==> config.mk <==
export PLATFORM = sky130hd
export DESIGN_NAME = block_delta_frame_encoder
export DESIGN_NICKNAME = d
export VERILOG_FILES = /design/src/bdfe_pkg.sv /design/src/bdfe_front.sv /design/src/bdfe_cmd_fifo.sv /design/src/bdfe_back.sv /design/src/block_delta_frame_encoder.sv
export SDC_FILE = /design/constraint.sdc
export NUM_CORES = 1
export LEC_CHECK = 0
export ABC_CLOCK_PERIOD_IN_PS = 8000
export BUFFER_PORTS_ARGS = -buffer_cell sky130_fd_sc_hd__buf_4
export CAP_MARGIN = 20
export CORE_UTILIZATION = 25
export DETAILED_ROUTE_END_ITERATION = 8
export GPL_TIMING_DRIVEN = 0
export SLEW_MARGIN = 25
export SYNTH_ARGS = -nofsm -noshare
export SYNTH_HDL_FRONTEND = slang
export SYNTH_SLANG_ARGS = --single-unit
==> constraint.sdc <==
create_clock -name clk_i -period 8 [get_ports clk_i]
set_input_delay 1.6 -clock clk_i [delete_from_list [all_inputs] [get_ports clk_i]]
set_output_delay 1.6 -clock clk_i [all_outputs]
set_load 0.02 [all_outputs]
==> src/bdfe_pkg.sv <==
// Shared types and constants for the block delta frame encoder.
// No dependencies; every other file of the block refers to this package.
`timescale 1ns / 1ps
`default_nettype none

package bdfe_pkg;

  // Fixed field widths.
  localparam int ByteW  = 8;
  localparam int FrameW = 20;
  localparam int BsizeW = 6;
  // Holds a block length up to the largest block size the 6-bit field gives (63).
  localparam int LenW   = 7;

  localparam int DefMaxBlock      = 32;
  localparam int DefMaxFrameBytes = 524288;

  localparam logic [BsizeW-1:0] BlockSizeRst  = BsizeW'(8);
  localparam logic [FrameW-1:0] FrameBytesRst = FrameW'(288000);

  localparam int MinBlock = 4;
  localparam int MinFrame = 4;
  localparam int OffBytes = 4;

  // Configuration register indexes.
  localparam logic CfgBlockSize  = 1'b0;
  localparam logic CfgFrameBytes = 1'b1;

  // Result kinds.
  localparam logic KindPayload = 1'b0;
  localparam logic KindSummary = 1'b1;

  typedef struct packed {
    logic [ByteW-1:0] cur_byte;
    logic [ByteW-1:0] prev_byte;
  } item_t;

  typedef struct packed {
    logic              kind;
    logic [ByteW-1:0]  out_byte;
    logic [FrameW-1:0] payload_total;
    logic              aborted;
    logic              last;
  } res_t;

  // Work for the back end: one per input word that causes results.
  typedef struct packed {
    logic              has_blk;
    logic              bank;
    logic [FrameW-1:0] start;
    logic [LenW-1:0]   len;
    logic              has_sum;
    logic              sum_aborted;
    logic [FrameW-1:0] total;
  } cmd_t;

  // Back end hands a block buffer back to the front end.
  typedef struct packed {
    logic valid;
    logic bank;
  } rel_t;

endpackage

`default_nettype wire

==> src/bdfe_front.sv <==
// Front end: takes input words, fills the block buffers, tracks frame state
// and issues commands. Depends on bdfe_pkg.
`timescale 1ns / 1ps
`default_nettype none

module bdfe_front #(
  parameter int MAX_BLOCK       = bdfe_pkg::DefMaxBlock,
  parameter int MAX_FRAME_BYTES = bdfe_pkg::DefMaxFrameBytes,
  localparam int AW = $clog2(MAX_BLOCK)
) (
  input  wire logic                          clk_i,
  input  wire logic                          rst_ni,
  input  wire logic                          push_i,
  input  wire bdfe_pkg::item_t               item_i,
  output logic                               full_o,
  input  wire logic [bdfe_pkg::BsizeW-1:0]   block_size_i,
  input  wire logic [bdfe_pkg::FrameW-1:0]   frame_bytes_i,
  output logic                               st_we_o,
  output logic                               st_bank_o,
  output logic [AW-1:0]                      st_addr_o,
  output logic [bdfe_pkg::ByteW-1:0]         st_data_o,
  output logic                               cmd_push_o,
  output bdfe_pkg::cmd_t                     cmd_o,
  input  wire logic                          cmd_full_i,
  input  wire bdfe_pkg::rel_t                rel_i
);

  localparam int LW = bdfe_pkg::LenW;
  localparam int FW = bdfe_pkg::FrameW;

  logic [AW-1:0] pos_q, pos_d;
  logic [FW-1:0] off_q, off_d;
  logic [FW-1:0] cnt_q, cnt_d;
  logic          diff_q, diff_d;
  logic          ab_q, ab_d;
  logic          bank_q, bank_d;
  logic [1:0]    busy_q, busy_d;

  logic [LW-1:0] bsz, pos1;
  logic [FW:0]   fbx, off1;
  logic [FW-1:0] cnt_new;
  logic          acc, diff, blk_end, emit_blk, abort_now, frame_end, frame_sum;

  // Clamp the configured sizes.
  always_comb begin
    bsz = LW'(block_size_i);
    if (bsz < LW'(bdfe_pkg::MinBlock)) bsz = LW'(bdfe_pkg::MinBlock);
    else if (bsz > LW'(MAX_BLOCK)) bsz = LW'(MAX_BLOCK);
    fbx = {1'b0, frame_bytes_i};
    if (fbx < (FW+1)'(bdfe_pkg::MinFrame)) fbx = (FW+1)'(bdfe_pkg::MinFrame);
    else if (fbx > (FW+1)'(MAX_FRAME_BYTES)) fbx = (FW+1)'(MAX_FRAME_BYTES);
  end

  assign full_o = busy_q[bank_q] | cmd_full_i;
  assign acc    = push_i & ~full_o;

  always_comb begin
    pos1      = LW'(pos_q) + LW'(1);
    off1      = {1'b0, off_q} + (FW+1)'(1);
    diff      = diff_q | (item_i.cur_byte != item_i.prev_byte);
    blk_end   = pos1 >= bsz;
    emit_blk  = blk_end & diff & ~ab_q;
    cnt_new   = cnt_q + FW'(pos1) + FW'(bdfe_pkg::OffBytes);
    abort_now = emit_blk & (cnt_new >= fbx[FW:1]);
    frame_end = off1 >= fbx;
    frame_sum = frame_end & ~ab_q & ~abort_now;
  end

  assign st_we_o   = acc;
  assign st_bank_o = bank_q;
  assign st_addr_o = pos_q;
  assign st_data_o = item_i.cur_byte;

  assign cmd_push_o        = acc & (emit_blk | frame_sum);
  assign cmd_o.has_blk     = emit_blk;
  assign cmd_o.bank        = bank_q;
  assign cmd_o.start       = off1[FW-1:0] - FW'(pos1);
  assign cmd_o.len         = pos1;
  assign cmd_o.has_sum     = abort_now | frame_sum;
  assign cmd_o.sum_aborted = abort_now;
  assign cmd_o.total       = emit_blk ? cnt_new : cnt_q;

  always_comb begin
    pos_d  = pos_q;
    off_d  = off_q;
    cnt_d  = cnt_q;
    diff_d = diff_q;
    ab_d   = ab_q;
    bank_d = bank_q;
    busy_d = busy_q;
    if (rel_i.valid) busy_d[rel_i.bank] = 1'b0;
    if (acc) begin
      if (emit_blk) begin
        busy_d[bank_q] = 1'b1;
        bank_d         = ~bank_q;
      end
      if (frame_end) begin
        pos_d  = '0;
        off_d  = '0;
        cnt_d  = '0;
        diff_d = 1'b0;
        ab_d   = 1'b0;
      end else begin
        off_d  = off1[FW-1:0];
        pos_d  = blk_end ? '0 : pos1[AW-1:0];
        diff_d = blk_end ? 1'b0 : diff;
        cnt_d  = emit_blk ? cnt_new : cnt_q;
        ab_d   = ab_q | abort_now;
      end
    end
  end

  always_ff @(posedge clk_i or negedge rst_ni) begin
    if (!rst_ni) begin
      pos_q  <= '0;
      off_q  <= '0;
      cnt_q  <= '0;
      diff_q <= 1'b0;
      ab_q   <= 1'b0;
      bank_q <= 1'b0;
      busy_q <= '0;
    end else begin
      pos_q  <= pos_d;
      off_q  <= off_d;
      cnt_q  <= cnt_d;
      diff_q <= diff_d;
      ab_q   <= ab_d;
      bank_q <= bank_d;
      busy_q <= busy_d;
    end
  end

endmodule

`default_nettype wire

==> src/bdfe_cmd_fifo.sv <==
// Two-entry command queue between the front and back ends.
// Depends on bdfe_pkg for the command type.
`timescale 1ns / 1ps
`default_nettype none

module bdfe_cmd_fifo (
  input  wire logic            clk_i,
  input  wire logic            rst_ni,
  input  wire logic            push_i,
  input  wire bdfe_pkg::cmd_t  cmd_i,
  output logic                 full_o,
  output logic                 valid_o,
  output bdfe_pkg::cmd_t       cmd_o,
  input  wire logic            pop_i
);

  bdfe_pkg::cmd_t entry_q [2];
  logic       wptr_q, wptr_d, rptr_q, rptr_d;
  logic [1:0] cnt_q, cnt_d;
  logic       do_push, do_pop;

  assign full_o  = cnt_q == 2'd2;
  assign valid_o = cnt_q != 2'd0;
  assign cmd_o   = entry_q[rptr_q];
  assign do_push = push_i & ~full_o;
  assign do_pop  = pop_i & valid_o;

  always_comb begin
    wptr_d = wptr_q ^ do_push;
    rptr_d = rptr_q ^ do_pop;
    cnt_d  = cnt_q + {1'b0, do_push} - {1'b0, do_pop};
  end

  always_ff @(posedge clk_i) begin
    if (do_push) entry_q[wptr_q] <= cmd_i;
  end

  always_ff @(posedge clk_i or negedge rst_ni) begin
    if (!rst_ni) begin
      wptr_q <= 1'b0;
      rptr_q <= 1'b0;
      cnt_q  <= '0;
    end else begin
      wptr_q <= wptr_d;
      rptr_q <= rptr_d;
      cnt_q  <= cnt_d;
    end
  end

endmodule

`default_nettype wire

==> src/bdfe_back.sv <==
// Back end: holds the two block buffers and plays out each command as
// payload words and summaries into the output register. Depends on bdfe_pkg.
`timescale 1ns / 1ps
`default_nettype none

module bdfe_back #(
  parameter int MAX_BLOCK = bdfe_pkg::DefMaxBlock,
  localparam int AW = $clog2(MAX_BLOCK)
) (
  input  wire logic                   clk_i,
  input  wire logic                   rst_ni,
  input  wire logic                   st_we_i,
  input  wire logic                   st_bank_i,
  input  wire logic [AW-1:0]          st_addr_i,
  input  wire logic [bdfe_pkg::ByteW-1:0] st_data_i,
  input  wire logic                   cmd_valid_i,
  input  wire bdfe_pkg::cmd_t         cmd_i,
  output logic                        cmd_pop_o,
  output bdfe_pkg::rel_t              rel_o,
  input  wire logic                   pop_i,
  output logic                        empty_o,
  output bdfe_pkg::res_t              res_o
);

  localparam int SW = $clog2(MAX_BLOCK + 6);
  localparam int BW = bdfe_pkg::ByteW;

  logic [BW-1:0] mem [2][MAX_BLOCK];
  logic [BW-1:0] rd_q;
  logic [SW-1:0] step_q, step_d, nsteps, rd_step;
  logic [AW-1:0] rd_idx;
  logic          ovalid_q, ovalid_d;
  bdfe_pkg::res_t out_q, out_d;
  logic          fire, is_last;

  always_ff @(posedge clk_i) begin
    if (st_we_i) mem[st_bank_i][st_addr_i] <= st_data_i;
  end

  always_comb begin
    nsteps = SW'(cmd_i.has_sum);
    if (cmd_i.has_blk) nsteps = nsteps + SW'(cmd_i.len) + SW'(bdfe_pkg::OffBytes);
    is_last = step_q == nsteps - SW'(1);
    fire    = cmd_valid_i & (~ovalid_q | pop_i);
    step_d  = step_q;
    if (fire) step_d = is_last ? '0 : step_q + SW'(1);
    // Fetch the byte for the step shown next.
    rd_step = step_d - SW'(bdfe_pkg::OffBytes);
    rd_idx  = rd_step[AW-1:0];
  end

  always_ff @(posedge clk_i) begin
    rd_q <= mem[cmd_i.bank][rd_idx];
  end

  always_comb begin
    out_d.kind          = bdfe_pkg::KindSummary;
    out_d.out_byte      = '0;
    out_d.payload_total = cmd_i.total;
    out_d.aborted       = cmd_i.sum_aborted;
    out_d.last          = is_last;
    if (cmd_i.has_blk && step_q < SW'(cmd_i.len) + SW'(bdfe_pkg::OffBytes)) begin
      out_d.kind          = bdfe_pkg::KindPayload;
      out_d.payload_total = '0;
      out_d.aborted       = 1'b0;
      case (step_q)
        SW'(0):  out_d.out_byte = cmd_i.start[7:0];
        SW'(1):  out_d.out_byte = cmd_i.start[15:8];
        SW'(2):  out_d.out_byte = BW'(cmd_i.start[bdfe_pkg::FrameW-1:16]);
        SW'(3):  out_d.out_byte = '0;
        default: out_d.out_byte = rd_q;
      endcase
    end
    ovalid_d = fire | (ovalid_q & ~pop_i);
  end

  assign cmd_pop_o   = fire & is_last;
  assign rel_o.valid = fire & is_last & cmd_i.has_blk;
  assign rel_o.bank  = cmd_i.bank;
  assign empty_o     = ~ovalid_q;
  assign res_o       = out_q;

  always_ff @(posedge clk_i) begin
    if (fire) out_q <= out_d;
  end

  always_ff @(posedge clk_i or negedge rst_ni) begin
    if (!rst_ni) begin
      step_q   <= '0;
      ovalid_q <= 1'b0;
    end else begin
      step_q   <= step_d;
      ovalid_q <= ovalid_d;
    end
  end

endmodule

`default_nettype wire

==> src/block_delta_frame_encoder.sv <==
// Block delta frame encoder: configuration registers, front end, command
// queue and back end. Depends on bdfe_pkg and the bdfe_* submodules.
//
// Input side is a queue: drive item_i and raise push; the word is taken at
// a clock edge with push high and full low. Results form a queue too: while
// empty is low, res_o holds the oldest result; raise pop to take it.
// Configuration words arrive on cfg_valid_i/cfg_index_i/cfg_data_i and are
// always taken (cfg_ready_o is high); write them only while the block is idle.
// The front end takes one byte per cycle into one of two block buffers. When
// a changed block ends, the back end plays it out as 4 offset bytes plus the
// block bytes, one result per cycle, while the front end fills the other
// buffer. Intake stalls when both buffers wait for the back end or the
// command queue is full, so a frame with every block changed is paced by the
// back end; unchanged blocks cost one cycle per byte while intake runs free.
// The first result of a block goes through the command queue and the output
// register after its last byte is taken.
// Reset clears the frame position, totals and queues; buffer contents are
// not cleared. A stalled receiver backs up the output register, then the
// command queue, then the input.
`timescale 1ns / 1ps
`default_nettype none

module block_delta_frame_encoder #(
  parameter int MAX_BLOCK       = bdfe_pkg::DefMaxBlock,
  parameter int MAX_FRAME_BYTES = bdfe_pkg::DefMaxFrameBytes
) (
  input  wire logic                         clk_i,
  input  wire logic                         rst_ni,
  input  wire logic                         push,
  output logic                              full,
  input  wire bdfe_pkg::item_t              item_i,
  output logic                              empty,
  input  wire logic                         pop,
  output bdfe_pkg::res_t                    res_o,
  input  wire logic                         cfg_valid_i,
  output logic                              cfg_ready_o,
  input  wire logic                         cfg_index_i,
  input  wire logic [bdfe_pkg::FrameW-1:0]  cfg_data_i
);

  localparam int AW = $clog2(MAX_BLOCK);

  logic [bdfe_pkg::BsizeW-1:0] block_size_q;
  logic [bdfe_pkg::FrameW-1:0] frame_bytes_q;

  logic                       st_we, st_bank;
  logic [AW-1:0]              st_addr;
  logic [bdfe_pkg::ByteW-1:0] st_data;
  logic                       cmd_push, cmd_full, cmd_valid, cmd_pop;
  bdfe_pkg::cmd_t             cmd_in, cmd_head;
  bdfe_pkg::rel_t             rel;

  assign cfg_ready_o = 1'b1;

  always_ff @(posedge clk_i or negedge rst_ni) begin
    if (!rst_ni) begin
      block_size_q  <= bdfe_pkg::BlockSizeRst;
      frame_bytes_q <= bdfe_pkg::FrameBytesRst;
    end else if (cfg_valid_i) begin
      case (cfg_index_i)
        bdfe_pkg::CfgBlockSize:  block_size_q  <= cfg_data_i[bdfe_pkg::BsizeW-1:0];
        bdfe_pkg::CfgFrameBytes: frame_bytes_q <= cfg_data_i;
        default: ;
      endcase
    end
  end

  bdfe_front #(
    .MAX_BLOCK       (MAX_BLOCK),
    .MAX_FRAME_BYTES (MAX_FRAME_BYTES)
  ) u_front (
    .clk_i         (clk_i),
    .rst_ni        (rst_ni),
    .push_i        (push),
    .item_i        (item_i),
    .full_o        (full),
    .block_size_i  (block_size_q),
    .frame_bytes_i (frame_bytes_q),
    .st_we_o       (st_we),
    .st_bank_o     (st_bank),
    .st_addr_o     (st_addr),
    .st_data_o     (st_data),
    .cmd_push_o    (cmd_push),
    .cmd_o         (cmd_in),
    .cmd_full_i    (cmd_full),
    .rel_i         (rel)
  );

  bdfe_cmd_fifo u_cmd_fifo (
    .clk_i   (clk_i),
    .rst_ni  (rst_ni),
    .push_i  (cmd_push),
    .cmd_i   (cmd_in),
    .full_o  (cmd_full),
    .valid_o (cmd_valid),
    .cmd_o   (cmd_head),
    .pop_i   (cmd_pop)
  );

  bdfe_back #(
    .MAX_BLOCK (MAX_BLOCK)
  ) u_back (
    .clk_i       (clk_i),
    .rst_ni      (rst_ni),
    .st_we_i     (st_we),
    .st_bank_i   (st_bank),
    .st_addr_i   (st_addr),
    .st_data_i   (st_data),
    .cmd_valid_i (cmd_valid),
    .cmd_i       (cmd_head),
    .cmd_pop_o   (cmd_pop),
    .rel_o       (rel),
    .pop_i       (pop),
    .empty_o     (empty),
    .res_o       (res_o)
  );

endmodule

`default_nettype wire

==> flow_summary.yaml, run 1 <==
outcome:
  status: "finished, final reports clean"
layout:
  register_area_mm2: 0.02165
  drive_above_1_share_pct: 15.15
  layout.cells.most_common: "edfxtp_1"
  multi_input_area_mm2: 0.009943
  final_cell_mix: "643 x edfxtp_1, 319 x nand2_1, 131 x nor2_1, 100 x nand3_1, 85 x ha_1"
  fillers: 12730
  area_delta_synth_final_pct: 16.49
  design_area_mm2: 0.03755
  n_antenna_cell: 0
  fin_nets: 2539
floorplan:
  fp.dieW_um: 361.1
  die_h_um: 361.1
  rows: 131
  dieArea_mm2: 0.1304
  start_util_pct: 25.25
  num_io_pins: 76
  core_area_mm2: 0.1277
clocking:
  cts-root-buf: "clkbuf_16"
  cts_tree: "yes"
  cts_setup_buffers: 0
  clock_latency_ps: 640
  cts_resized: 0
  cts_max_path_buffers: 3
  clkSinkCount: 738
  cts_htree_levels: 3
  numCtsBuffers: 76
  clk_pin_slew_ps: 60
  cts_hold_buffers: 0
setup_path:
  slowest_stage: "nor4_1"
  crit_fanout: 10
  crit_required_ps: 8430
  critPathArrivalTime_ps: 7480
  end_kind: "flip-flop"
  worstPathCellList: "buf_4, buf_6, clkbuf_1, buf_1, mux2_2, ha_1, ha_1, xor2_1, o32ai_2, nor2_1, xnor3_1, a41o_1, nand3_2, inv_2, or2_2, ha_1, xnor2_1, nand2b_1, buf_1, a31oi_1, and3_1, nor4_1"
  crit_top_cell: "ha_1"
  slowest_delay_ps: 820
  crit_path_start_kind: "flip-flop"
  crit_type: "flip-flop to flip-flop"
sta:
  finalCritPeriodShare_pct: 88.18
  finalSetupTns_ps: 0
  slew_headroom_pct: 26.65
  max_freq_ghz: 0.1418
  setup_viol: 0
  hold_violations: 0
  clock_skew_ps: 30.94
  rsz0062_at_grt: "false"
  setup_slack_ps: 945.6
  worst_pin_slew_ps: 1090
  min_period_ps: 7054
  slew_viol_final: 0
grt:
  gr-total-overflow: 0
  grt_pass1_vias: 19320
  grt_pass1_wl_um: 127600
  grt_max_degree: 88
  track_usage_pct: 13.11
  antenna_found_initial: 1
logic_synthesis:
  synth.distinct_cells: 85
  syn_nets: 2384
  async_reset_ff_share_pct: 11.79
  synth_area_mm2: 0.03224
  yosysSeqAreaShare_pct: 67.17
  postSynthCellCount: 2253
  avgSynthCellArea_um2: 14.31
  synth_ff_type: "edfxtp_1"
  synth-warning-count: 0
  synth-edff-count: 643
  synth_seq_cells: 738
route:
  drtPass1Iterations: 5
  via_count: 19650
  drc: 0
  drtIter0Drc: 1989
  wl_per_cell_um: 20.94
  wirelength_um: 86510
  viasPerCell: 4.757
  ant_nets: 0
placed_design:
  gp_congestion: 0.8559
  dpl_cell_area_mm2: 0.03496
  place_ws_ps: 894.5
  hpwl_um: 58560
  port_buffers: 74
pwr:
  p_per_area_mw_per_mm2: 394.4
  power.leakage_nw: 13.20
  ir_drop_v: 0.0002056
job:
  drv_cap: 0
worst_hold_path:
  hold_path.class: "flip-flop to flip-flop"
where the power goes:
| group | switching, mW | internal (mW) |
|---|---|---|
| clock | 1.53 | 2.14 |
| sequential | 0.198 | 4.71 |
| combinational | 4.13 | 2.11 |
| total | 5.86 | 8.95 |
registers in the layout (all words and copies together) (netlist names), 6 cells and up:
name                flops
block_size_q            6
frame_bytes_q          20
u_back.mem            512
u_back.rd_q             8
u_back.res_o           31
u_back.step_q           6
u_cmd_fifo.entry_q    100
u_front.cnt_q          20
u_front.off_q          20
metal layers:
| metal | vias to the layer above | part of all wire, % | global-route usage, % |
|---|---|---|---|
| met4 | 0 | 2.5 | 3.938 |
| li1 | 8839 | - | - |
| met5 | - | 0 | 0 |
| met3 | 130 | 9.6 | 3.562 |
| met2 | 788 | 46 | 20.70 |
| met1 | 9894 | 42 | 17.49 |
cell usage after synthesis, drive strengths merged (33+ instances only):
master,number,area (um2)
edfxtp,643,19310
nand2,319,1197
nor2,131,491.7
nand3,101,510.5
ha,87,1089
dfrtp,81,2027
mux4,69,1554
clkbuf,67,251.5
a21oi,63,319.1
mux2i,60,608.1
xnor2,55,481.7
inv,51,191.4
o21ai,47,235.2
mux2,44,495.5
xor2,43,376.6
buf,42,237.7
a22oi,33,247.7
cells by family after synthesis:
logic type | share of synthesized area [%]
buf+inv | 2.146
compound gates | 6.377
xor+xnor | 2.876
flops | 67.17
mux | 8.244
simple gates | 9.676
fa+ha+maj | 3.501
other cells | 0.01163
metrics by stage:
step                hold slack, ps  util [%]  power, mW  cells
CTS                          478.4     29.40      14.79   4131
floorplan                    440.2         -      8.684   2253
global placement             459.2     27.31      11.03   3989
finish                       486.5     29.41      14.81   4131
detailed placement           464.4     27.38      11.10   3992
global route                 492.5     29.41      15.45   4131
worst max-delay path, delay by kind of cell, from the launching register on:
family / cells / cell delay, ps
buf+inv: 6 / 1930
xor+xnor: 3 / 710
simple gates: 6 / 1830
fa+ha+maj: 3 / 710
mux: 1 / 420
flops: 1 / 320
compound gates: 3 / 920
final timing paths:
kind                              startpoint                         to  slack (ps)  cells after the start
hold reg to reg            u_front.st_bank_o  u_cmd_fifo.entry_q[1][48]         490                      0
setup / recovery           u_cmd_fifo.rptr_q             u_back.rd_q[3]         950                     22
min in group asynchronous             rst_ni           u_front.cnt_q[9]        1060                      1
max in group asynchronous             rst_ni       u_front.st_addr_o[3]        6300                      1
hold / removal             u_front.st_bank_o  u_cmd_fifo.entry_q[1][48]         490                      0
setup reg to reg           u_cmd_fifo.rptr_q             u_back.rd_q[3]         950                     22
final cells by class:
cell class,instances,share of cell area (%)
clock inverters,40,1.239
well taps,1662,5.537
plain buffers,109,1.306
multi-input cells,1352,26.48
inverters,54,0.5397
clock buffers,99,5.624
repair buffers,77,1.616
flip-flops and latches,738,57.66
No activity file was read; power rests on OpenSTA's default activity.
==> inputs of run 2 (changes only) <==
--- a/config.mk
+++ b/config.mk
@@ -12,4 +12,5 @@
 export DETAILED_ROUTE_END_ITERATION = 8
 export GPL_TIMING_DRIVEN = 0
+export RECOVER_POWER = 50
 export SLEW_MARGIN = 25
 export SYNTH_ARGS = -nofsm -noshare
==> constraint.sdc (replaced) <==
create_clock -name clk_i -period 8 [get_ports clk_i]
set_input_delay 1.6 -clock clk_i [delete_from_list [all_inputs] [get_ports clk_i]]
set_output_delay 1.6 -clock clk_i [all_outputs]
set_load 0.1 [all_outputs]
==> run 2 against run 1 <==
Compared with the run above: the flow now finishes with violations (max-capacitance violations, max-slew violations); maximum frequency shrank 5.0%; wire length grew 0.12%; combinational power grew 7.2%; final area shrank 0.43%; clock power is essentially flat; register-to-register slack lost 360 ps; clock-buffer cell count is the same; first-iteration DRC count shrank 4.1%; final cell count is essentially flat; hold slack lost 8.4 ps.
==> flow_summary.yaml, run 2 (synthesis results as in run 1) <==
setup_path:
  end_kind: "flip-flop"
  crit_required_ps: 8420
  rr_worst_depth: 19
  crit_path_start_kind: "primary input"
  slowest_delay_ps: 1720
  rr_startpoint: "u_cmd_fifo.rptr_q"
  reg2reg_slack_ps: 590
  timing.rr.end: "u_back.rd_q[3]"
  crit_type: "primary input to flip-flop"
  slowest_stage: "clkbuf_1"
  setup.worst_path.start: "pop"
  critPathArrivalTime_ps: 7840
  crit_top_cell: "nand2_1"
  worstPathCellList: "clkbuf_4, nand2b_1, o21ai_0, inv_1, clkbuf_1, nand2_1, xnor2_1, nand2_1, o21ai_2, clkbuf_1, nand3_1, nand2_1, a211oi_1, nor4_1"
  crit_fanout: 40
clocking:
  cts_tree: "yes"
  cts_hold_buffers: 0
  cts_max_path_buffers: 3
  clkSinkCount: 738
  clock_latency_ps: 640
  cts_resized: 0
  cts_setup_buffers: 0
  cts_htree_levels: 3
  numCtsBuffers: 76
  clk_pin_slew_ps: 60
  cts-root-buf: "clkbuf_16"
layout:
  fin_nets: 2539
  final_cell_mix: "643 x edfxtp_1, 319 x nand2_1, 131 x nor2_1, 123 x clkbuf_1, 100 x nand3_1"
  drive_above_1_share_pct: 13.41
  largest_register_ffs: 512
  layout.cells.most_common: "edfxtp_1"
  area_delta_synth_final_pct: 15.99
  fillers: 12760
  largest_register: "u_back.mem"
grt:
  grt_pass1_vias: 19320
  track_usage_pct: 13.11
  grt_pass1_wl_um: 127600
  grt_max_degree: 88
  antenna_found_initial: 1
  gr-total-overflow: 0
placed_design:
  place_ws_ps: 894.5
  gp_congestion: 0.8559
  hpwl_um: 58560
  port_buffers: 74
sta:
  setup_viol: 0
  worst_pin_slew_ps: 5190
  slew_headroom_pct: -246.0
  hold_violations: 0
  max_freq_ghz: 0.1347
  rsz0062_at_grt: "false"
  setup_slack_ps: 575.7
  clock_skew_ps: 35.21
  min_period_ps: 7424
  finalCritPeriodShare_pct: 92.80
  finalSetupTns_ps: 0
  slew_viol_final: 657
pwr:
  ir_drop_v: 0.0003237
  power.leakage_nw: 13.04
  p_per_area_mw_per_mm2: 408.4
floorplan:
  die_h_um: 361.1
  core_area_mm2: 0.1277
  fp.dieW_um: 361.1
  rows: 131
  num_io_pins: 76
  dieArea_mm2: 0.1304
  start_util_pct: 25.25
route:
  drc: 0
  wirelength_um: 86620
  ant_nets: 0
  wl_per_cell_um: 20.96
  drtPass1Iterations: 6
  via_count: 19590
  drtIter0Drc: 1907
  viasPerCell: 4.740
worst_hold_path:
  min_from: "u_front.st_bank_o"
  whs_endpoint: "u_cmd_fifo.entry_q[1][48]"
  min_path_cells: 0
  hold_path.class: "flip-flop to flip-flop"
outcome:
  status: "complete, but fails checks"
  violations: "max-capacitance violations, max-slew violations"
job:
  drv_cap: 10
[run 2: changes by cell type in the layout (fill, tap and decap cells not counted), sizes merged]
cell,delta
clkbuf,+45
diode,+1
buf,-45
[run 2: layer usage]
| layer | wire, um | GRT usage, % | share of wire, % |
|---|---|---|---|
| met1 | 36460 | 17.49 | 42 |
| met5 | 0 | 0 | 0 |
| met3 | 8156 | 3.562 | 9.4 |
| met4 | 2304 | 3.938 | 2.7 |
| met2 | 39690 | 20.70 | 46 |
[run 2: final cells by class]
type,count,area (um2),area share (%)
sequential,738,21650,57.91
multi-input combinational,1352,9943,26.59
clock buffer,99,2112,5.648
tap,1662,2079,5.561
buffer,109,485.5,1.298
clock inverter,40,465.4,1.245
timing repair buffer,77,449.2,1.201
inverter,54,202.7,0.5421
antenna,1,2.502,0.006692
[run 2: worst max-delay path, delay by kind of cell]
| family | cells | cell delay [ps] |
|---|---|---|
| buffers and inverters | 4 | 2550 |
| and+or+nand+nor | 6 | 2110 |
| AOI/OAI and AO/OA | 3 | 1130 |
| xor gates and xnor gates | 1 | 430 |
[run 2: worst max path at each step]
stage | slack (ps) | endpoint
after floorplan | 2350 | u_cmd_fifo.entry_q[1][0]
after global placement | 200 | u_cmd_fifo.entry_q[1][10]
after detailed placement | 890 | u_back.rd_q[1]
after CTS | 850 | u_back.rd_q[1]
after global routing | 280 | u_back.rd_q[3]
final | 580 | u_back.rd_q[3]
[run 2: metrics by stage]
step                      utilization (%)  hold WS, ps  cells  instance area, um2  total power, mW
final                               29.29        478.1   4132               37390            15.27
after global routing                29.28        492.5   4131               37390            15.90
after CTS                           29.40        478.4   4131               37540            15.32
after detailed placement            27.38        464.4   3992               34960            11.62
after global placement              27.31        459.2   3989               34870            11.56
after floorplan                         -        440.2   2253               32240            9.207
[run 2: power by group]
part / internal, mW / switching, mW / total, mW
sequential: 4.72 / 0.195 / 4.91
clock: 2.14 / 1.53 / 3.67
combinational: 2.03 / 4.66 / 6.69
